## src/hw/rtl/stw_pkg.sv

```systemverilog
// shared types, register codes and angle helpers for the sailing tack decision block
package stw_pkg;

   localparam int CSR_ADDR_W = 4;
   localparam int CSR_DATA_W = 32;

   // register index, taken from byte address bits [3:2]
   typedef enum logic [1:0] {
      REG_MIN_UPWIND      = 2'd0,
      REG_MIN_DOWNWIND    = 2'd1,
      REG_SAILABLE_MARGIN = 2'd2
   } reg_index_type;

   localparam logic [7:0] UPWIND_RESET   = 8'd45;
   localparam logic [7:0] DOWNWIND_RESET = 8'd30;
   localparam logic [6:0] MARGIN_RESET   = 7'd10;

   typedef enum logic [2:0] {
      TACK_DIRECT   = 3'd0,
      TACK_PORT     = 3'd1,
      TACK_STBD     = 3'd2,
      TACK_PORT_RUN = 3'd3,
      TACK_STBD_RUN = 3'd4
   } tack_type;

   typedef enum logic [1:0] {
      GYBE_NONE    = 2'd0,
      GYBE_TO_STBD = 2'd1,
      GYBE_TO_PORT = 2'd2
   } gybe_type;

   // wide enough for any unwrapped course sum
   typedef logic signed [11:0] raw_angle_type;

   localparam raw_angle_type HALF_TURN = 12'sd180;
   localparam raw_angle_type FULL_TURN = 12'sd360;
   localparam raw_angle_type TWO_TURNS = 12'sd720;
   localparam logic [8:0]    BEAT_LIMIT = 9'd90;
   localparam logic signed [9:0] HALF_TURN_10 = 10'sd180;

   typedef struct packed {
      logic [8:0]         bearing_to_waypoint;
      logic signed [8:0]  track_correction;
      logic signed [15:0] cross_track_error;
      logic [14:0]        max_cross_track;
      logic [8:0]         heading;
      logic signed [8:0]  apparent_wind_angle;
      logic signed [8:0]  wind_angle_to_waypoint;
      logic               boundary_hold;
      logic               new_mission_step;
   } req_payload_type;

   typedef struct packed {
      logic [8:0] course_to_steer;
      tack_type   course_kind;
      gybe_type   gybe_start;
      logic       took_favoured;
      logic       boundary_switch;
   } rsp_payload_type;

   // reduce a sum in -720..1079 to 0..359
   function automatic logic [8:0] wrap_course(input raw_angle_type a);
      raw_angle_type r;
      if (a < -FULL_TURN)
         r = a + TWO_TURNS;
      else if (a < 12'sd0)
         r = a + FULL_TURN;
      else if (a >= TWO_TURNS)
         r = a - TWO_TURNS;
      else if (a >= FULL_TURN)
         r = a - FULL_TURN;
      else
         r = a;
      return r[8:0];
   endfunction

endpackage

```

## src/hw/rtl/stw_req_if.sv

```systemverilog
// navigation update and decision channels of the sailing tack decision block
interface stw_req_if import stw_pkg::*; ();
   logic               valid;
   logic               ready;
   logic [8:0]         bearing_to_waypoint;
   logic signed [8:0]  track_correction;
   logic signed [15:0] cross_track_error;
   logic [14:0]        max_cross_track;
   logic [8:0]         heading;
   logic signed [8:0]  apparent_wind_angle;
   logic signed [8:0]  wind_angle_to_waypoint;
   logic               boundary_hold;
   logic               new_mission_step;

   modport source (
      output valid, bearing_to_waypoint, track_correction, cross_track_error,
             max_cross_track, heading, apparent_wind_angle, wind_angle_to_waypoint,
             boundary_hold, new_mission_step,
      input  ready
   );
   modport sink (
      input  valid, bearing_to_waypoint, track_correction, cross_track_error,
             max_cross_track, heading, apparent_wind_angle, wind_angle_to_waypoint,
             boundary_hold, new_mission_step,
      output ready
   );
endinterface

interface stw_rsp_if import stw_pkg::*; ();
   logic       valid;
   logic       ready;
   logic [8:0] course_to_steer;
   logic [2:0] course_kind;
   logic [1:0] gybe_start;
   logic       took_favoured;
   logic       boundary_switch;

   modport source (
      output valid, course_to_steer, course_kind, gybe_start, took_favoured,
             boundary_switch,
      input  ready
   );
   modport sink (
      input  valid, course_to_steer, course_kind, gybe_start, took_favoured,
             boundary_switch,
      output ready
   );
endinterface

```

## src/hw/rtl/sailing_tack_decision.sv

```systemverilog
// top level of the sailing tack decision block
//
//  channel      | dir | handshake               | content
//  -------------+-----+-------------------------+--------------------------------
//  req_chan     | in  | valid/ready             | one navigation update
//  rsp_chan     | out | valid/ready             | course, tack kind, gybe, flags
//  csr_*        | in  | apb, pready tied high   | upwind, downwind, margin limits
//
//  one transaction per clock sustained while the result side is ready; an update
//  passes the input register, then the result register, decision logic in between
//  the tack register updates when an update moves into the result register,
//  so the next update always sees the tack its predecessor left
//  reset (synchronous, active high) empties both stages, sets the tack to
//  direct and loads the default angle limits
//  a stalled result holds the result register; the input register keeps
//  accepting until it is full as well
module sailing_tack_decision import stw_pkg::*; (
   input  logic                  clock,
   input  logic                  reset,
   stw_req_if.sink               req_chan,
   stw_rsp_if.source             rsp_chan,
   input  logic                  csr_psel,
   input  logic                  csr_penable,
   input  logic                  csr_pwrite,
   input  logic [CSR_ADDR_W-1:0] csr_paddr,
   input  logic [CSR_DATA_W-1:0] csr_pwdata,
   output logic [CSR_DATA_W-1:0] csr_prdata,
   output logic                  csr_pready
);

   // configuration registers
   logic [7:0] min_upwind_ff;
   logic [7:0] min_downwind_ff;
   logic [6:0] margin_ff;
   logic       csr_write;

   // pipeline control
   logic            s1_valid_ff, s1_valid_in;
   req_payload_type s1_data_ff;
   logic            rsp_valid_ff, rsp_valid_in;
   rsp_payload_type rsp_data_ff, rsp_data_in;
   tack_type        tack_state_ff, tack_state_in;
   logic            req_accept, rsp_free, advance;

   // decision datapath
   logic signed [16:0] cte_ext, cte_neg, maxc_ext;
   logic               over_stbd, over_port, off_track;
   logic [6:0]         margin_eff;
   logic [8:0]         awtw;
   logic [8:0]         up_limit;
   logic signed [9:0]  down_limit;
   logic               sailable, go_direct;
   tack_type           fav_tack, pick_tack, next_tack;
   logic               take_fav;
   gybe_type           gybe;
   logic               swapped;
   raw_angle_type      hdg_awa, up_s, down_s, course_raw;

   // ---------------------------------------------------------------- csr port
   assign csr_pready = 1'b1;
   assign csr_write  = csr_psel && csr_penable && csr_pwrite && csr_pready;

   always_ff @(posedge clock) begin
      if (reset) begin
         min_upwind_ff   <= UPWIND_RESET;
         min_downwind_ff <= DOWNWIND_RESET;
         margin_ff       <= MARGIN_RESET;
      end else if (csr_write) begin
         unique case (csr_paddr[3:2])
            REG_MIN_UPWIND:      min_upwind_ff   <= csr_pwdata[7:0];
            REG_MIN_DOWNWIND:    min_downwind_ff <= csr_pwdata[7:0];
            REG_SAILABLE_MARGIN: margin_ff       <= csr_pwdata[6:0];
            default: ;
         endcase
      end
   end

   always_comb begin
      unique case (csr_paddr[3:2])
         REG_MIN_UPWIND:      csr_prdata = {24'd0, min_upwind_ff};
         REG_MIN_DOWNWIND:    csr_prdata = {24'd0, min_downwind_ff};
         REG_SAILABLE_MARGIN: csr_prdata = {25'd0, margin_ff};
         default:             csr_prdata = '0;
      endcase
   end

   // ---------------------------------------------------------------- handshake
   // the result register frees when empty or taken this cycle
   assign rsp_free       = !rsp_valid_ff || rsp_chan.ready;
   assign advance        = s1_valid_ff && rsp_free;
   assign req_chan.ready = !s1_valid_ff || rsp_free;
   assign req_accept     = req_chan.valid && req_chan.ready;

   always_comb begin
      s1_valid_in = s1_valid_ff;
      if (req_accept)
         s1_valid_in = 1'b1;
      else if (advance)
         s1_valid_in = 1'b0;

      rsp_valid_in = rsp_valid_ff;
      if (advance)
         rsp_valid_in = 1'b1;
      else if (rsp_chan.ready)
         rsp_valid_in = 1'b0;
   end

   always_ff @(posedge clock) begin
      if (reset) begin
         s1_valid_ff   <= 1'b0;
         rsp_valid_ff  <= 1'b0;
         tack_state_ff <= TACK_DIRECT;
      end else begin
         s1_valid_ff  <= s1_valid_in;
         rsp_valid_ff <= rsp_valid_in;
         if (advance)
            tack_state_ff <= tack_state_in;
      end
   end

   // input register
   always_ff @(posedge clock) begin
      if (req_accept) begin
         s1_data_ff.bearing_to_waypoint    <= req_chan.bearing_to_waypoint;
         s1_data_ff.track_correction       <= req_chan.track_correction;
         s1_data_ff.cross_track_error      <= req_chan.cross_track_error;
         s1_data_ff.max_cross_track        <= req_chan.max_cross_track;
         s1_data_ff.heading                <= req_chan.heading;
         s1_data_ff.apparent_wind_angle    <= req_chan.apparent_wind_angle;
         s1_data_ff.wind_angle_to_waypoint <= req_chan.wind_angle_to_waypoint;
         s1_data_ff.boundary_hold          <= req_chan.boundary_hold;
         s1_data_ff.new_mission_step       <= req_chan.new_mission_step;
      end
   end

   // ---------------------------------------------------------------- decision
   always_comb begin
      // boundary tests on the cross-track error, one side each
      cte_ext   = 17'(s1_data_ff.cross_track_error);
      cte_neg   = -cte_ext;
      maxc_ext  = signed'({2'b00, s1_data_ff.max_cross_track});
      over_stbd = cte_ext > maxc_ext;
      over_port = cte_neg > maxc_ext;
      off_track = over_stbd || over_port;

      // margin is halved outside the boundary
      margin_eff = off_track ? (margin_ff >> 1) : margin_ff;

      awtw = s1_data_ff.wind_angle_to_waypoint[8]
             ? 9'(-s1_data_ff.wind_angle_to_waypoint)
             : 9'(s1_data_ff.wind_angle_to_waypoint);

      up_limit   = {1'b0, min_upwind_ff} + {2'b00, margin_eff};
      down_limit = HALF_TURN_10 - signed'({2'b00, min_downwind_ff});
      sailable   = (awtw >= up_limit) && (signed'({1'b0, awtw}) <= down_limit);
      go_direct  = sailable && !s1_data_ff.boundary_hold;

      // favoured tack from the side and size of the wind angle
      if (s1_data_ff.wind_angle_to_waypoint <= 9'sd0)
         fav_tack = (awtw <= BEAT_LIMIT) ? TACK_PORT : TACK_PORT_RUN;
      else
         fav_tack = (awtw <= BEAT_LIMIT) ? TACK_STBD : TACK_STBD_RUN;

      // unused tack codes count as direct
      take_fav  = (tack_state_ff == TACK_DIRECT) || (tack_state_ff > TACK_STBD_RUN)
                  || s1_data_ff.new_mission_step;
      pick_tack = take_fav ? fav_tack : tack_state_ff;

      // swap at the boundary on the side the tack heads for
      next_tack = pick_tack;
      gybe      = GYBE_NONE;
      swapped   = 1'b0;
      unique case (pick_tack)
         TACK_PORT: begin
            if (over_stbd) begin
               next_tack = TACK_STBD;
               gybe      = GYBE_TO_STBD;
               swapped   = 1'b1;
            end
         end
         TACK_STBD: begin
            if (over_port) begin
               next_tack = TACK_PORT;
               gybe      = GYBE_TO_PORT;
               swapped   = 1'b1;
            end
         end
         TACK_PORT_RUN: begin
            if (over_port) begin
               next_tack = TACK_STBD_RUN;
               swapped   = 1'b1;
            end
         end
         default: begin
            if (over_stbd) begin
               next_tack = TACK_PORT_RUN;
               swapped   = 1'b1;
            end
         end
      endcase

      // unwrapped course for the chosen branch
      hdg_awa = raw_angle_type'({3'b000, s1_data_ff.heading})
                + raw_angle_type'(s1_data_ff.apparent_wind_angle);
      up_s    = raw_angle_type'({4'b0000, min_upwind_ff});
      down_s  = raw_angle_type'({4'b0000, min_downwind_ff});

      if (go_direct) begin
         course_raw = raw_angle_type'({3'b000, s1_data_ff.bearing_to_waypoint})
                      - raw_angle_type'(s1_data_ff.track_correction);
      end else begin
         unique case (next_tack)
            TACK_PORT:     course_raw = hdg_awa + up_s;
            TACK_STBD:     course_raw = hdg_awa - up_s;
            TACK_PORT_RUN: course_raw = hdg_awa - down_s + HALF_TURN;
            default:       course_raw = hdg_awa + down_s - HALF_TURN;
         endcase
      end

      tack_state_in = go_direct ? TACK_DIRECT : next_tack;

      rsp_data_in.course_to_steer = wrap_course(course_raw);
      rsp_data_in.course_kind     = tack_state_in;
      rsp_data_in.gybe_start      = go_direct ? GYBE_NONE : gybe;
      rsp_data_in.took_favoured   = !go_direct && take_fav;
      rsp_data_in.boundary_switch = !go_direct && swapped;
   end

   // result register
   always_ff @(posedge clock) begin
      if (advance)
         rsp_data_ff <= rsp_data_in;
   end

   assign rsp_chan.valid           = rsp_valid_ff;
   assign rsp_chan.course_to_steer = rsp_data_ff.course_to_steer;
   assign rsp_chan.course_kind     = rsp_data_ff.course_kind;
   assign rsp_chan.gybe_start      = rsp_data_ff.gybe_start;
   assign rsp_chan.took_favoured   = rsp_data_ff.took_favoured;
   assign rsp_chan.boundary_switch = rsp_data_ff.boundary_switch;

endmodule

```

## src/flat_wrapper.sv

```systemverilog
// flat-port wrapper written by rule: the top's interface ports become plain ports
module sailing_tack_decision_flat import stw_pkg::*;
  (clock, reset, csr_psel, csr_penable, csr_pwrite, csr_paddr, csr_pwdata, csr_prdata, csr_pready, req_chan_valid, req_chan_bearing_to_waypoint, req_chan_track_correction, req_chan_cross_track_error, req_chan_max_cross_track, req_chan_heading, req_chan_apparent_wind_angle, req_chan_wind_angle_to_waypoint, req_chan_boundary_hold, req_chan_new_mission_step, req_chan_ready, rsp_chan_valid, rsp_chan_course_to_steer, rsp_chan_course_kind, rsp_chan_gybe_start, rsp_chan_took_favoured, rsp_chan_boundary_switch, rsp_chan_ready);
  stw_req_if req_chan_i ();
  stw_rsp_if rsp_chan_i ();
  input  logic clock;
  input  logic reset;
  input  logic csr_psel;
  input  logic csr_penable;
  input  logic csr_pwrite;
  input  logic [CSR_ADDR_W-1:0] csr_paddr;
  input  logic [CSR_DATA_W-1:0] csr_pwdata;
  output logic [CSR_DATA_W-1:0] csr_prdata;
  output logic csr_pready;
  input wire logic [$bits(req_chan_i.valid)-1:0] req_chan_valid;
  input wire logic [$bits(req_chan_i.bearing_to_waypoint)-1:0] req_chan_bearing_to_waypoint;
  input wire logic [$bits(req_chan_i.track_correction)-1:0] req_chan_track_correction;
  input wire logic [$bits(req_chan_i.cross_track_error)-1:0] req_chan_cross_track_error;
  input wire logic [$bits(req_chan_i.max_cross_track)-1:0] req_chan_max_cross_track;
  input wire logic [$bits(req_chan_i.heading)-1:0] req_chan_heading;
  input wire logic [$bits(req_chan_i.apparent_wind_angle)-1:0] req_chan_apparent_wind_angle;
  input wire logic [$bits(req_chan_i.wind_angle_to_waypoint)-1:0] req_chan_wind_angle_to_waypoint;
  input wire logic [$bits(req_chan_i.boundary_hold)-1:0] req_chan_boundary_hold;
  input wire logic [$bits(req_chan_i.new_mission_step)-1:0] req_chan_new_mission_step;
  output wire logic [$bits(req_chan_i.ready)-1:0] req_chan_ready;
  output wire logic [$bits(rsp_chan_i.valid)-1:0] rsp_chan_valid;
  output wire logic [$bits(rsp_chan_i.course_to_steer)-1:0] rsp_chan_course_to_steer;
  output wire logic [$bits(rsp_chan_i.course_kind)-1:0] rsp_chan_course_kind;
  output wire logic [$bits(rsp_chan_i.gybe_start)-1:0] rsp_chan_gybe_start;
  output wire logic [$bits(rsp_chan_i.took_favoured)-1:0] rsp_chan_took_favoured;
  output wire logic [$bits(rsp_chan_i.boundary_switch)-1:0] rsp_chan_boundary_switch;
  input wire logic [$bits(rsp_chan_i.ready)-1:0] rsp_chan_ready;
  assign req_chan_i.valid = req_chan_valid;
  assign req_chan_i.bearing_to_waypoint = req_chan_bearing_to_waypoint;
  assign req_chan_i.track_correction = req_chan_track_correction;
  assign req_chan_i.cross_track_error = req_chan_cross_track_error;
  assign req_chan_i.max_cross_track = req_chan_max_cross_track;
  assign req_chan_i.heading = req_chan_heading;
  assign req_chan_i.apparent_wind_angle = req_chan_apparent_wind_angle;
  assign req_chan_i.wind_angle_to_waypoint = req_chan_wind_angle_to_waypoint;
  assign req_chan_i.boundary_hold = req_chan_boundary_hold;
  assign req_chan_i.new_mission_step = req_chan_new_mission_step;
  assign req_chan_ready = req_chan_i.ready;
  assign rsp_chan_valid = rsp_chan_i.valid;
  assign rsp_chan_course_to_steer = rsp_chan_i.course_to_steer;
  assign rsp_chan_course_kind = rsp_chan_i.course_kind;
  assign rsp_chan_gybe_start = rsp_chan_i.gybe_start;
  assign rsp_chan_took_favoured = rsp_chan_i.took_favoured;
  assign rsp_chan_boundary_switch = rsp_chan_i.boundary_switch;
  assign rsp_chan_i.ready = rsp_chan_ready;
  sailing_tack_decision u_core (.clock(clock), .reset(reset), .req_chan(req_chan_i), .rsp_chan(rsp_chan_i), .csr_psel(csr_psel), .csr_penable(csr_penable), .csr_pwrite(csr_pwrite), .csr_paddr(csr_paddr), .csr_pwdata(csr_pwdata), .csr_prdata(csr_prdata), .csr_pready(csr_pready));
endmodule
```

## config.mk

```make
export PLATFORM = sky130hd
export DESIGN_NAME = sailing_tack_decision_flat
export DESIGN_NICKNAME = d
export VERILOG_FILES = /design/src/hw/rtl/stw_pkg.sv /design/src/hw/rtl/stw_req_if.sv /design/src/hw/rtl/sailing_tack_decision.sv /design/src/flat_wrapper.sv
export SDC_FILE = /design/constraint.sdc
export NUM_CORES = 1
export LEC_CHECK = 0
export BUFFER_PORTS_ARGS = -buffer_cell sky130_fd_sc_hd__buf_2
export CAP_MARGIN = 0
export CORE_MARGIN = 1.5
export CORE_UTILIZATION = 58
export CTS_BUF_LIST = sky130_fd_sc_hd__clkbuf_8 sky130_fd_sc_hd__clkbuf_16
export DETAILED_ROUTE_END_ITERATION = 8
export GPL_TIMING_DRIVEN = 0
export PLACE_DENSITY = 0.82
export SLEW_MARGIN = 20
export SYNTH_ARGS = -nofsm -noshare
export SYNTH_HDL_FRONTEND = slang
export SYNTH_SLANG_ARGS = --single-unit
```

## constraint.sdc

```tcl
create_clock -name clock -period 11.9 [get_ports clock]
set_input_delay 1.19 -clock clock [delete_from_list [all_inputs] [get_ports clock]]
set_output_delay 1.19 -clock clock [all_outputs]
set_load 0.02 [all_outputs]
```

==> results summary <==
The flow ran to the end, and the final reports show no timing, DRC or antenna violations. The final layout contains 1473 nets. The worst slack at placement is 0.9821 ns. The number of warnings printed during yosys synthesis is 0.

For this run, the detailed router's first-pass iteration total came to 5. The maximum number of pins on one net before global-route repair is 43. The number of hold violations in the final report was 0. Timing would allow up to 89.20 MHz.

In the layout the commonest cells are sky130_fd_sc_hd__ha_1, sky130_fd_sc_hd__buf_2, sky130_fd_sc_hd__inv_1, sky130_fd_sc_hd__edfxtp_1, sky130_fd_sc_hd__a21oi_1. Between clock sinks in the finished design, the worst skew comes to 0.01147 ns. In the routed design, unresolved DRC markers number 0. Once placement finished, the instance area stood at 11100 um2. The die height is 135.1 um.

In this design, the critical path's most frequently occurring cell is sky130_fd_sc_hd__a21oi_1. The share of the yosys chip area belonging to registers came out at 33.44%. The share of the clock period used by the worst path after layout came out at 94.21%. Counting flops with an async set or reset pin after synthesis yields a share of 0%.

The latest clock arrival within the worst-skew pair came out at 0.43 ns. The number of gates resized after CTS is 0. The cell area after technology mapping is 10120 um2. Leaving out fill and tap cells, the most frequent cell in the layout is sky130_fd_sc_hd__ha_1. The most used flip-flop cell after synthesis is sky130_fd_sc_hd__edfxtp_1. The number of max-cap violations is 0. The critical path is of the reg -> reg type. The share of the synthesized area in the top cell type is 27.90%. The number of distinct library cells after synthesis is 75.

The average footprint of a synthesized cell came out at 9.626 um2. The TritonCTS buffer count is 17. The via density per instance is 5.903. Measured against its own limit, the worst slew margin works out to 38.73%. The global placement routability congestion is 0.8843. The number of global-route vias before repair was 8287. The overall via count from detail_route is 8560. The non-filler instance count after layout came out at 1450. The smallest setup slack after layout came out at 0.6892 ns.

The tree is rooted in a sky130_fd_sc_hd__clkbuf_16. The area of the core region is 17180 um2. The floorplan step defined a die boundary enclosing 18250 um2. The final antenna-violating net count came out at 0. The number of max-slew violations in the final report came to 0. In this design, the stage delay of the slowest critical-path cell is 0.71 ns. After routing the design area is 11740 um2. Setup total negative slack on the finished layout was measured at 0 ns. Setup repair after global routing left no endpoint under its margin. Post-CTS timing repair inserted 0 buffers for setup.

The number of H-tree levels came out at 4. The number of clock sinks came out at 122. After the first detailed-routing iteration, the DRC count stood at 543. The min-delay analysis places its worst path in the category reg -> reg. The post-detailed-placement half-perimeter wirelength is 18440 um.

TritonCTS built the clock tree. The initial antenna violation count is 0. For the pin with the worst max-slew slack, the measured transition is 0.8958 ns.

Buffers inserted to repair hold after CTS numbered 0. The global router's overall resource usage came out at 26.96%. Power spread over the standard cell area amounts to 168.5 nW/um2.

The number of placed instances, taps included, is 1418. The final global-route overflow total is 0. The horizontal extent of the die is 135.1 um. The number of flip-flops and latches in the synthesized netlist is 122. The worst setup path is launched from a flop. The number of enable-type register cells in the synthesized netlist is 94.

172 I/O pins were placed. The detailed-route wire length came out at 24120 um. The antenna diode instance count came out at 0.

Among all stages on the critical path, the largest delay is contributed by sky130_fd_sc_hd__a21oi_1. In this run the worst path has a maximum fanout of 10. The maximum root-to-sink buffer count came out at 2. The share of final-layout standard cells stronger than drive strength 1 is 16.41%. The routed design could run at a clock period as short as 11.21 ns. In this run the core area contains 48 standard-cell rows. For this configuration, the core starts out at a cell density of 58.90%. By area the synthesized netlist is led by sky130_fd_sc_hd__edfxtp_1, sky130_fd_sc_hd__ha_1, sky130_fd_sc_hd__dfxtp_1. The wire length of the first global-routing pass came out at 38610 um. The instance count of the mapped netlist is 1051. Of all cell types, the one taking the most synthesized area is sky130_fd_sc_hd__edfxtp_1. The final cell utilization of the core came out at 68.37%. The average wire per cell in the routed design came out at 16.63 um. The port buffer count is 118.

The final setup violation count is 0. The critical path required time came out at 12.06 ns. The clock transition time at the flip-flop clock pins of the worst setup and hold paths is 0.06 ns. The area growth from synthesis to layout came out at 16.08%. The critical path arrival is 11.37 ns. The worst setup path is captured at a flop. The analysis attributes to cell leakage a power of 0.005264 uW. The maximum vdd ir drop is 0.0001238 V.
cells by family after synthesis:
| family | count (synthesis) | synth area share, % |
|---|---|---|
| other | 2 | 0.07423 |
| and+or+nand+nor | 246 | 12.48 |
| muxes | 38 | 3.859 |
| xor gates and xnor gates | 77 | 6.666 |
| adders and majority gates | 140 | 17.76 |
| buffers and inverters | 144 | 6.295 |
| AOI/OAI and AO/OA | 282 | 19.43 |
| DFF | 122 | 33.44 |
synth_stat cells, types with 10 or more instances:
library cell,instances
sky130_fd_sc_hd__o21a_1,21
sky130_fd_sc_hd__nand4_1,10
sky130_fd_sc_hd__clkbuf_1,16
sky130_fd_sc_hd__edfxtp_1,94
sky130_fd_sc_hd__ha_1,134
sky130_fd_sc_hd__nand2b_1,11
sky130_fd_sc_hd__xnor2_1,55
sky130_fd_sc_hd__buf_4,25
sky130_fd_sc_hd__a31oi_1,12
sky130_fd_sc_hd__mux2i_1,30
sky130_fd_sc_hd__a21oi_1,64
sky130_fd_sc_hd__a21o_1,27
sky130_fd_sc_hd__o21ai_0,46
sky130_fd_sc_hd__nor2b_1,19
sky130_fd_sc_hd__dfxtp_1,28
sky130_fd_sc_hd__a211o_1,15
sky130_fd_sc_hd__nor3_1,22
sky130_fd_sc_hd__nor2_1,62
sky130_fd_sc_hd__nand2_1,44
sky130_fd_sc_hd__inv_1,97
sky130_fd_sc_hd__xor2_1,22
sky130_fd_sc_hd__and3_1,13
sky130_fd_sc_hd__a211oi_1,12
sky130_fd_sc_hd__nand3_1,20
final cells by class:
type,count,area [um2]
repair buffers,119,610.6
clock inverters,6,55.05
inverters,98,367.9
well taps,225,281.5
multi-input cells,808,6193
flip-flops and latches,122,3383
fillers,1357,5433
clock buffers,26,583.1
plain buffers,46,269.0
worst max-delay path: cells and delay by family, from the launching register on:
kind                     cells  cell delay (ns)
AO/OA/AOI/OAI               18             4.03
AND/OR/NAND/NOR             10             3.12
buffers and inverters        6             1.32
adder cells (fa/ha/maj)      5             1.24
flip-flops                   1             0.46
multiplexers                 1             0.43
XOR/XNOR                     2             0.33
registers in the layout, summed over array words and instances, names as in the netlist:
name and count:
u_core.s1_data_ff 47, u_core.cte_ext 16, u_core.maxc_ext 15, u_core.rsp_chan.course_to_steer 9, u_core.min_downwind_ff 8, u_core.min_upwind_ff 8
u_core.margin_ff 7, u_core.rsp_chan.course_kind 3, u_core.tack_state_ff 3, u_core.rsp_chan.gybe_start 2, u_core.rsp_chan.boundary_switch 1, u_core.rsp_chan.took_favoured 1
u_core.rsp_chan.valid 1, u_core.s1_valid_ff 1
metrics by stage:
| stage | hold slack [ns] | total power (uW) |
|---|---|---|
| after global placement | 0.5157 | 1405 |
| after floorplan | 0.4773 | 1213 |
| after CTS | 0.5247 | 1968 |
| after global routing | 0.5471 | 2097 |
| after detailed placement | 0.5126 | 1417 |
| final | 0.5259 | 1978 |
power breakdown:
group	internal (uW)	switching, uW	total (uW)	leakage, uW
Clock	356	188	544	0.000328
Combinational	369	540	909	0.00380
Sequential	509	16.5	526	0.00114
Total	1230	744	1980	0.00526
metal layers:
| layer | GRT usage [%] | wire length, um | part of all wire (%) |
|---|---|---|---|
| met3 | 5.631 | 1682 | 7.0 |
| met1 | 33.07 | 10230 | 42 |
| met5 | 0 | 0 | 0 |
| met2 | 46.07 | 11520 | 48 |
| met4 | 11.47 | 686 | 2.8 |
path summary, 6_finish.rpt:
path | start | slack, ns | end | depth (start not counted)
min reg2reg | u_core.margin_ff[0] | 0.53 | u_core.margin_ff[0] | 2
max reg2reg | u_core.cte_ext[1] | 0.69 | u_core.rsp_chan.course_to_steer[4] | 42
min | u_core.margin_ff[0] | 0.53 | u_core.margin_ff[0] | 2
max | u_core.cte_ext[1] | 0.69 | u_core.rsp_chan.course_to_steer[4] | 42
No activity file was read; power rests on OpenSTA's default activity.
